[src/rtl/core/lst_pkg.sv]
// ----------------------------------------------------------------------------
// lst_pkg
// Shared types and constants of the LCD scanline timing block: mode codes,
// controller states, register indexes and the controller/datapath signals.
// ----------------------------------------------------------------------------
package lst_pkg;

  // Timing constants of one frame.
  localparam logic [6:0] CHUNK_DOTS    = 7'd80;
  localparam logic [9:0] LINE_DOTS     = 10'd456;
  localparam logic [7:0] LAST_LINE     = 8'd153;
  localparam logic [7:0] VISIBLE_LINES = 8'd144;
  localparam logic [8:0] OAM_END_DOT   = 9'd80;
  localparam logic [8:0] XFER_END_DOT  = 9'd252;

  // Packed result width: 23 field bits padded to three bytes.
  localparam int unsigned RESULT_W = 24;

  // Register indexes on the configuration port.
  localparam logic [2:0] REG_DISPLAY_ENABLE    = 3'd0;
  localparam logic [2:0] REG_HBLANK_IRQ_ENABLE = 3'd1;
  localparam logic [2:0] REG_VBLANK_IRQ_ENABLE = 3'd2;
  localparam logic [2:0] REG_OAM_IRQ_ENABLE    = 3'd3;
  localparam logic [2:0] REG_MATCH_IRQ_ENABLE  = 3'd4;
  localparam logic [2:0] REG_COMPARE_LINE      = 3'd5;
  localparam logic [2:0] REG_WINDOW_ENABLE     = 3'd6;
  localparam logic [2:0] REG_WINDOW_TOP_LINE   = 3'd7;

  // Display modes as reported on the result.
  typedef enum logic [1:0] {
    MODE_HBLANK = 2'd0,
    MODE_VBLANK = 2'd1,
    MODE_OAM    = 2'd2,
    MODE_XFER   = 2'd3
  } mode_t;

  // Controller states.
  typedef enum logic [1:0] {
    ST_IDLE  = 2'd0,
    ST_RUN   = 2'd1,
    ST_WRITE = 2'd2
  } ctrl_state_t;

  // Configuration register contents.
  typedef struct packed {
    logic       display_enable;
    logic       hblank_irq_enable;
    logic       vblank_irq_enable;
    logic       oam_irq_enable;
    logic       match_irq_enable;
    logic [7:0] compare_line;
    logic       window_enable;
    logic [7:0] window_top_line;
  } cfg_t;

  // Commands from the controller to the datapath.
  typedef struct packed {
    logic start;     // load a new tick and clear the per-tick flags
    logic step;      // process one chunk of up to 80 dots
    logic load_out;  // copy the tick result into the output register
  } dp_cmd_t;

  // Status from the datapath to the controller.
  typedef struct packed {
    logic has_work;    // incoming tick advances the counters
    logic last_chunk;  // the chunk in progress uses up the tick
  } dp_status_t;

endpackage

[src/rtl/core/lst_ctrl.sv]
// ----------------------------------------------------------------------------
// lst_ctrl
// Controller of the scanline timing block: accepts ticks, sequences the
// chunk steps of the datapath and hands results to the output register.
// ----------------------------------------------------------------------------
module lst_ctrl
  import lst_pkg::*;
(
  input  logic       clk,
  input  logic       rst,
  input  logic       s_tvalid,
  output logic       s_tready,
  output logic       m_tvalid,
  input  logic       m_tready,
  input  dp_status_t status,
  output dp_cmd_t    cmd
);

  ctrl_state_t state, state_next;
  logic        m_tvalid_next;
  logic        out_free;

  // State and output valid registers.
  always_ff @(posedge clk) begin
    if (rst) begin
      state    <= ST_IDLE;
      m_tvalid <= 1'b0;
    end else begin
      state    <= state_next;
      m_tvalid <= m_tvalid_next;
    end
  end

  // The output register can take a result when empty or being drained.
  assign out_free = !m_tvalid || m_tready;

  // Next state and commands.
  always_comb begin
    state_next    = state;
    cmd           = '0;
    s_tready      = 1'b0;
    m_tvalid_next = m_tvalid && !m_tready;
    case (state)
      ST_IDLE: begin
        s_tready = 1'b1;
        if (s_tvalid) begin
          cmd.start  = 1'b1;
          state_next = status.has_work ? ST_RUN : ST_WRITE;
        end
      end
      ST_RUN: begin
        cmd.step = 1'b1;
        if (status.last_chunk) begin
          state_next = ST_WRITE;
        end
      end
      ST_WRITE: begin
        if (out_free) begin
          cmd.load_out  = 1'b1;
          m_tvalid_next = 1'b1;
          s_tready      = 1'b1;
          if (s_tvalid) begin
            cmd.start  = 1'b1;
            state_next = status.has_work ? ST_RUN : ST_WRITE;
          end else begin
            state_next = ST_IDLE;
          end
        end
      end
      default: begin
        state_next = ST_IDLE;
      end
    endcase
  end

endmodule

[src/rtl/core/lst_dpath.sv]
// ----------------------------------------------------------------------------
// lst_dpath
// Datapath of the scanline timing block: dot and line counters, the mode
// register, window arming, per-tick request flags and the result register.
// ----------------------------------------------------------------------------
module lst_dpath
  import lst_pkg::*;
(
  input  logic                clk,
  input  logic                rst,
  input  cfg_t                cfg,
  input  logic [7:0]          dots,
  input  dp_cmd_t             cmd,
  output dp_status_t          status,
  output logic [RESULT_W-1:0] result
);

  // Counter state.
  logic [7:0] left;
  logic [8:0] dot_count;
  logic [7:0] line_count;
  mode_t      current_mode;
  logic       window_armed;

  // Per-tick flags.
  logic       tick_vblank;
  logic       tick_status;
  logic       tick_strobe;
  logic [7:0] tick_rline;
  logic       tick_wstart;

  // One-chunk step.
  logic [6:0] chunk;
  logic [9:0] dot_sum;
  logic       wrap;
  logic [8:0] dot_step;
  logic [7:0] line_step;
  logic       visible;
  mode_t      target;
  logic       enter_vblank;
  logic       enter_visible;
  logic       line_match;
  logic       win_start;
  logic       status_hit;
  logic       strobe_hit;

  assign status.has_work   = cfg.display_enable && (dots != 8'd0);
  assign status.last_chunk = (left <= {1'b0, CHUNK_DOTS});

  // Advance by one chunk and work out which mode entry it causes.
  always_comb begin
    chunk     = (left >= {1'b0, CHUNK_DOTS}) ? CHUNK_DOTS : left[6:0];
    dot_sum   = {1'b0, dot_count} + {3'b000, chunk};
    wrap      = (dot_sum >= LINE_DOTS);
    dot_step  = wrap ? 9'(dot_sum - LINE_DOTS) : dot_sum[8:0];
    if (!wrap) begin
      line_step = line_count;
    end else if (line_count == LAST_LINE) begin
      line_step = 8'd0;
    end else begin
      line_step = line_count + 8'd1;
    end
    visible = (line_step < VISIBLE_LINES);

    if (dot_step <= OAM_END_DOT) begin
      target = MODE_OAM;
    end else if (dot_step <= XFER_END_DOT) begin
      target = MODE_XFER;
    end else begin
      target = MODE_HBLANK;
    end

    enter_vblank  = wrap && !visible && (current_mode != MODE_VBLANK);
    enter_visible = visible && (current_mode != target);
    line_match    = wrap && cfg.match_irq_enable && (line_step == cfg.compare_line);
    win_start     = enter_visible && (target == MODE_XFER) && cfg.window_enable &&
                    !window_armed && (line_step == cfg.window_top_line);
    strobe_hit    = enter_visible && (target == MODE_HBLANK);
    status_hit    = line_match ||
                    (enter_vblank && cfg.vblank_irq_enable) ||
                    (strobe_hit && cfg.hblank_irq_enable) ||
                    (enter_visible && (target == MODE_OAM) && cfg.oam_irq_enable);
  end

  // Counters, mode and per-tick flags.
  always_ff @(posedge clk) begin
    if (rst) begin
      dot_count    <= '0;
      line_count   <= '0;
      current_mode <= MODE_HBLANK;
      window_armed <= 1'b0;
      tick_vblank  <= 1'b0;
      tick_status  <= 1'b0;
      tick_strobe  <= 1'b0;
      tick_rline   <= '0;
      tick_wstart  <= 1'b0;
    end else if (cmd.start) begin
      tick_vblank <= 1'b0;
      tick_status <= 1'b0;
      tick_strobe <= 1'b0;
      tick_rline  <= '0;
      tick_wstart <= 1'b0;
    end else if (cmd.step) begin
      dot_count  <= dot_step;
      line_count <= line_step;
      if (enter_vblank) begin
        current_mode <= MODE_VBLANK;
        window_armed <= 1'b0;
      end else if (enter_visible) begin
        current_mode <= target;
        if (win_start) begin
          window_armed <= 1'b1;
        end
      end
      tick_vblank <= tick_vblank || enter_vblank;
      tick_status <= tick_status || status_hit;
      tick_wstart <= tick_wstart || win_start;
      if (strobe_hit) begin
        tick_strobe <= 1'b1;
        tick_rline  <= line_step;
      end
    end
  end

  // Remaining dots of the tick.
  always_ff @(posedge clk) begin
    if (cmd.start) begin
      left <= dots;
    end else if (cmd.step) begin
      left <= left - {1'b0, chunk};
    end
  end

  // Result register, packed from the lowest bit up.
  always_ff @(posedge clk) begin
    if (cmd.load_out) begin
      result <= {1'b0, window_armed, tick_wstart, tick_rline, tick_strobe,
                 tick_status, tick_vblank, current_mode, line_count};
    end
  end

  // The dot counter always wraps before a full line.
  assert property (@(posedge clk) disable iff (rst) dot_count < LINE_DOTS[8:0])
    else $error("dot counter reached the line length");

  // Lines in vertical blank are only reached through a vertical blank entry.
  assert property (@(posedge clk) disable iff (rst)
    (line_count >= VISIBLE_LINES) |-> (current_mode == MODE_VBLANK))
    else $error("line in vertical blank while mode is not vertical blank");

  // The window never stays armed through vertical blank.
  assert property (@(posedge clk) disable iff (rst)
    (current_mode == MODE_VBLANK) |-> !window_armed)
    else $error("window armed during vertical blank");

  // A render line is only reported together with its strobe.
  assert property (@(posedge clk) disable iff (rst)
    !tick_strobe |-> (tick_rline == 8'd0))
    else $error("render line set without an hblank entry");

endmodule

[src/rtl/core/lcd_scanline_timing.sv]
// Sequence: an accepted tick is stepped through the datapath in chunks of up to
//   80 dots (none when the display is off or dots is 0), and its result is loaded
//   into the output register once that register is empty or being drained.
// Throughput: the datapath steps one 80-dot chunk per cycle, at most four chunks
//   per tick; the next tick is taken as the previous result is loaded.
// Reset: synchronous, clears the counters, mode (horizontal blank), window
//   arming and all configuration registers.
// ----------------------------------------------------------------------------
// lcd_scanline_timing
// Scanline and mode sequencer of a tile-based LCD controller with an APB
// configuration port and stream channels for ticks and results.
// ----------------------------------------------------------------------------
module lcd_scanline_timing
  import lst_pkg::*;
(
  input  logic                clk,
  input  logic                rst,
  // Configuration port.
  input  logic                psel,
  input  logic                penable,
  input  logic                pwrite,
  input  logic [4:0]          paddr,
  input  logic [31:0]         pwdata,
  output logic [31:0]         prdata,
  output logic                pready,
  // Tick requests.
  input  logic                s_tvalid,
  output logic                s_tready,
  input  logic [7:0]          s_tdata,  // [7:0] dots
  // Result requests.
  output logic                m_tvalid,
  input  logic                m_tready,
  output logic [RESULT_W-1:0] m_tdata   // [7:0] line, [9:8] mode, [10] vblank_request,
                                        // [11] status_request, [12] render_strobe,
                                        // [20:13] render_line, [21] window_start,
                                        // [22] window_active, [23] zero
);

  cfg_t       cfg;
  dp_cmd_t    cmd;
  dp_status_t status;
  logic       cfg_write;
  logic [2:0] reg_index;

  assign pready    = 1'b1;
  assign reg_index = paddr[4:2];
  assign cfg_write = psel && penable && pwrite && pready;

  // Configuration registers.
  always_ff @(posedge clk) begin
    if (rst) begin
      cfg <= '0;
    end else if (cfg_write) begin
      case (reg_index)
        REG_DISPLAY_ENABLE:    cfg.display_enable    <= pwdata[0];
        REG_HBLANK_IRQ_ENABLE: cfg.hblank_irq_enable <= pwdata[0];
        REG_VBLANK_IRQ_ENABLE: cfg.vblank_irq_enable <= pwdata[0];
        REG_OAM_IRQ_ENABLE:    cfg.oam_irq_enable    <= pwdata[0];
        REG_MATCH_IRQ_ENABLE:  cfg.match_irq_enable  <= pwdata[0];
        REG_COMPARE_LINE:      cfg.compare_line      <= pwdata[7:0];
        REG_WINDOW_ENABLE:     cfg.window_enable     <= pwdata[0];
        REG_WINDOW_TOP_LINE:   cfg.window_top_line   <= pwdata[7:0];
        default: begin
        end
      endcase
    end
  end

  // Register read back.
  always_comb begin
    prdata = '0;
    case (reg_index)
      REG_DISPLAY_ENABLE:    prdata[0]   = cfg.display_enable;
      REG_HBLANK_IRQ_ENABLE: prdata[0]   = cfg.hblank_irq_enable;
      REG_VBLANK_IRQ_ENABLE: prdata[0]   = cfg.vblank_irq_enable;
      REG_OAM_IRQ_ENABLE:    prdata[0]   = cfg.oam_irq_enable;
      REG_MATCH_IRQ_ENABLE:  prdata[0]   = cfg.match_irq_enable;
      REG_COMPARE_LINE:      prdata[7:0] = cfg.compare_line;
      REG_WINDOW_ENABLE:     prdata[0]   = cfg.window_enable;
      REG_WINDOW_TOP_LINE:   prdata[7:0] = cfg.window_top_line;
      default:               prdata      = '0;
    endcase
  end

  // Controller.
  lst_ctrl u_ctrl (
    .clk      (clk),
    .rst      (rst),
    .s_tvalid (s_tvalid),
    .s_tready (s_tready),
    .m_tvalid (m_tvalid),
    .m_tready (m_tready),
    .status   (status),
    .cmd      (cmd)
  );

  // Datapath.
  lst_dpath u_dpath (
    .clk    (clk),
    .rst    (rst),
    .cfg    (cfg),
    .dots   (s_tdata),
    .cmd    (cmd),
    .status (status),
    .result (m_tdata)
  );

endmodule
[config.mk]
export PLATFORM = sky130hd
export DESIGN_NAME = lcd_scanline_timing
export DESIGN_NICKNAME = d
export VERILOG_FILES = /design/src/rtl/core/lst_pkg.sv /design/src/rtl/core/lst_ctrl.sv /design/src/rtl/core/lst_dpath.sv /design/src/rtl/core/lcd_scanline_timing.sv
export SDC_FILE = /design/constraint.sdc
export NUM_CORES = 1
export LEC_CHECK = 0
export ABC_AREA = 1
export BUFFER_PORTS_ARGS = -buffer_cell sky130_fd_sc_hd__buf_2
export CORE_UTILIZATION = 30
export CTS_CLUSTER_SIZE = 30
export DETAILED_ROUTE_END_ITERATION = 8
export GPL_ROUTABILITY_DRIVEN = 0
export MAX_ROUTING_LAYER = met4
export PLACE_DENSITY = 0.6
export REMOVE_ABC_BUFFERS = 1
export SKIP_CTS_REPAIR_TIMING = 1
export SKIP_LAST_GASP = 1
export SLEW_MARGIN = 10
export SYNTH_ARGS = -nofsm -noshare
export SYNTH_HDL_FRONTEND = slang
export SYNTH_HIERARCHICAL = 1
export SYNTH_SLANG_ARGS = --single-unit
[constraint.sdc]
create_clock -name clk -period 4.95 [get_ports clk]
set_clock_uncertainty 0.05 [all_clocks]
set_input_delay 0.99 -clock clk [delete_from_list [all_inputs] [get_ports clk]]
set_output_delay 0.99 -clock clk [all_outputs]
set_load 0.01 [all_outputs]
==> qor.yml <==
async_flop_share: 0
maxCapViolations: 0
grt_pass1_wl_um: 20200
cts_tree: "built"
fmax_ghz: 0.243
synth_area_mm2: 0.00537
crit_arrival_ns: 4.33
yosysSeqAreaShare: 0.386
dr_wl_met3_um: 546
track_usage: 0.142
path_class: "flip-flop to flip-flop"
p_sw_mw: 0.476
hp-class: "flip-flop to flip-flop"
post-route-util: 0.348
ant_nets: 0
wl_met1_um: 6010
synth_top_family_by_area: "simple AND/OR/NAND/NOR gates"
antenna_found_initial: 0
cpMaxStageDelayCell: "edfxtp_1"
n_fill_cell: 1880
slew_headroom: 0.573
netlist.top_cell.by_area: "dfxtp_1"
start_kind: "flip-flop"
period_share: 0.831
crit_required_ns: 5.17
syn_inst: 717
root_buffer: "clkbuf_16"
power_frac_clock: 0.402
totalNegativeSetupSlack_ns: 0
synth-compound-area-share: 0.107
drive_above_1_share: 0.169
p_seq_frac: 0.464
syn_avg_cell_area_um2: 7.49
rsz0062_at_grt: "false"
crit_path_end_kind: "flip-flop"
final_cell_area_mm2: 0.00606
grt-ovfl-total: 0
comb_power_share: 0.134
fin_cells: 999
synth-adder-area-share: 0.0293
synth_area_leaders: "dfxtp_1 (21%), edfxtp_1 (17%), nand2_1 (9.5%)"
grt_pass1_vias: 4194
synthMostInstantiatedCell: "nand2_1"
core-area_mm2: 0.0174
synth_seq_cells: 88
drt_wl_total_um: 12200
die_area_mm2: 0.0184
synth_simple_gate_area_frac: 0.303
clockBufferDepth: 2
vias: 4506
final_nets: 833
io_buffers: 58
via_per_inst: 4.51
h-tree-depth: 3
path_max_fanout: 11
synth_xor_area_frac: 0.0342
numCtsBuffers: 9
netlist.area_leader.share: 0.212
synth_edf_count: 31
setup_viol: 0
met2WireLength_um: 5600
tightest_slew_ns: 0.639
initial_core_util: 0.308
dpl.hpwl_um: 9040
num_rows: 48
synthFlopType: "dfxtp_1"
yosysUniqueCellTypes: 48
antenna_cells: 0
grt_max_degree: 24
drc: 0
powerDensity_mw_per_mm2: 282
wire_per_inst_um: 12.3
top_layer_used: "met4"
synthMuxAreaShare: 0
worst_hold_slack_ns: 0.379
drv_slew: 0
ys_warn_count: 6
finalCriticalPeriod_ns: 4.11
crit_top_cell: "nand2_1"
dr.pass1.iters: 5
ios: 111
postPlaceCellArea_mm2: 0.00576
drt_iter0_drc: 241
synthTopCellsByCount: "nand2_1 (136), inv_1 (101), nor2_1 (76)"
cell_internal_pwr_mw: 1.23
cts_sinks: 88
sw_frac_of_total: 0.279
outcome: "finished clean"
clk_latency_ns: 0.34
dp_cells: 983
area_growth_pct: 12.7
leakage_nw: 2.76
peakVddDrop_v: 0.000157
timing_hold_violations_final: 0
die-height_um: 136
clkSlewWorstSetupHoldPaths_ns: 0.07
critical-path-max-stage-delay_ns: 0.45
die_width_um: 136
[stage by stage]
step	worst slack, ns	power [mW]
after floorplan	1.19	0.962
after global placement	0.930	1.04
after detailed placement	0.932	1.04
after CTS	0.881	1.72
after global routing	0.398	1.78
final	0.835	1.71
[flip-flops by register name, indices dropped and copies added, names as in the netlist]
register / cells
u_dpath/tick_rline: 8
u_dpath/tick_vblank: 1
u_dpath/result: 23
u_dpath/tick_wstart: 1
u_dpath/dot_count: 9
cfg: 22
u_ctrl/state: 2
u_dpath/left: 8
u_dpath/tick_strobe: 1
u_ctrl/m_tvalid: 1
u_dpath/current_mode: 2
u_dpath/line_count: 8
u_dpath/tick_status: 1
u_dpath/window_armed: 1
[cell usage in the layout (no fill, tap or decap), types with 4 or more instances in the layout]
cell type	n
nor2_1	75
o21ai_2	5
xor2_1	13
inv_1	101
nand2_1	136
nor3_1	13
nand3b_1	7
edfxtp_1	31
conb_1	27
nand4_1	15
a21oi_1	33
dfxtp_1	57
buf_2	58
nand2_2	10
buf_4	4
inv_2	5
nand3_2	6
o21ai_1	23
xnor2_1	8
ha_1	11
o21ai_0	34
nor2_2	7
nand3_1	44
clkbuf_16	10
[worst paths after layout]
check	from	endpoint	slack, ns	cells after the start
min	u_dpath/tick_rline[4]$_SDFFE_PP0P_	u_dpath/result[17]$_DFFE_PP_	0.38	0
min reg2reg	u_dpath/tick_rline[4]$_SDFFE_PP0P_	u_dpath/result[17]$_DFFE_PP_	0.38	0
max	u_dpath/left[4]$_DFFE_PP_	u_dpath/tick_rline[7]$_SDFFE_PP0P_	0.84	30
max reg2reg	u_dpath/left[4]$_DFFE_PP_	u_dpath/tick_rline[7]$_SDFFE_PP0P_	0.84	30
[worst max-delay path: cells and delay by family (launching register included)]
family	cells	cell delay, ns
AO/OA/AOI/OAI	3	0.47
adder cells (fa/ha/maj)	3	0.81
buffers and inverters	4	0.40
flip-flops	1	0.45
AND/OR/NAND/NOR	20	1.87
[layout make-up]
| class | instances | area [µm²] | area share |
|---|---|---|---|
| sequential | 88 | 2070 | 0.342 |
| inverter | 109 | 434 | 0.0717 |
| tap | 225 | 282 | 0.0465 |
| multi-input combinational | 499 | 2650 | 0.437 |
| clock buffer | 10 | 250 | 0.0413 |
| clock inverter | 6 | 50.0 | 0.00826 |
| timing repair buffer | 62 | 320 | 0.0529 |
[per-layer routing]
layer / vias up / GRT usage
li1: 2365 / -
met1: 2028 / 0.186
met2: 106 / 0.226
met3: 7 / 0.0254
met4: 0 / 0.0337
met5: - / -
[power groups by stage]
stage | Sequential (mW) | Combinational, mW | Clock, mW
6_report | 0.792 | 0.229 | 0.686
5_1_grt | 0.794 | 0.262 | 0.727
4_1_cts | 0.792 | 0.231 | 0.700
3_5_place_dp | 0.809 | 0.230 | 0
3_3_place_gp | 0.809 | 0.228 | 0
2_1_floorplan | 0.814 | 0.148 | 0
[cells by family (layout without fill, tap and decap cells)]
group | count (synthesis) | count (layout)
AND/OR/NAND/NOR | 333 | 333
buffers and inverters | 153 | 187
AO/OA/AOI/OAI | 106 | 106
flip-flops | 88 | 88
XOR/XNOR | 21 | 21
adder cells (fa/ha/maj) | 12 | 12
other | 4 | 27
No activity file was read; power rests on OpenSTA's default activity.
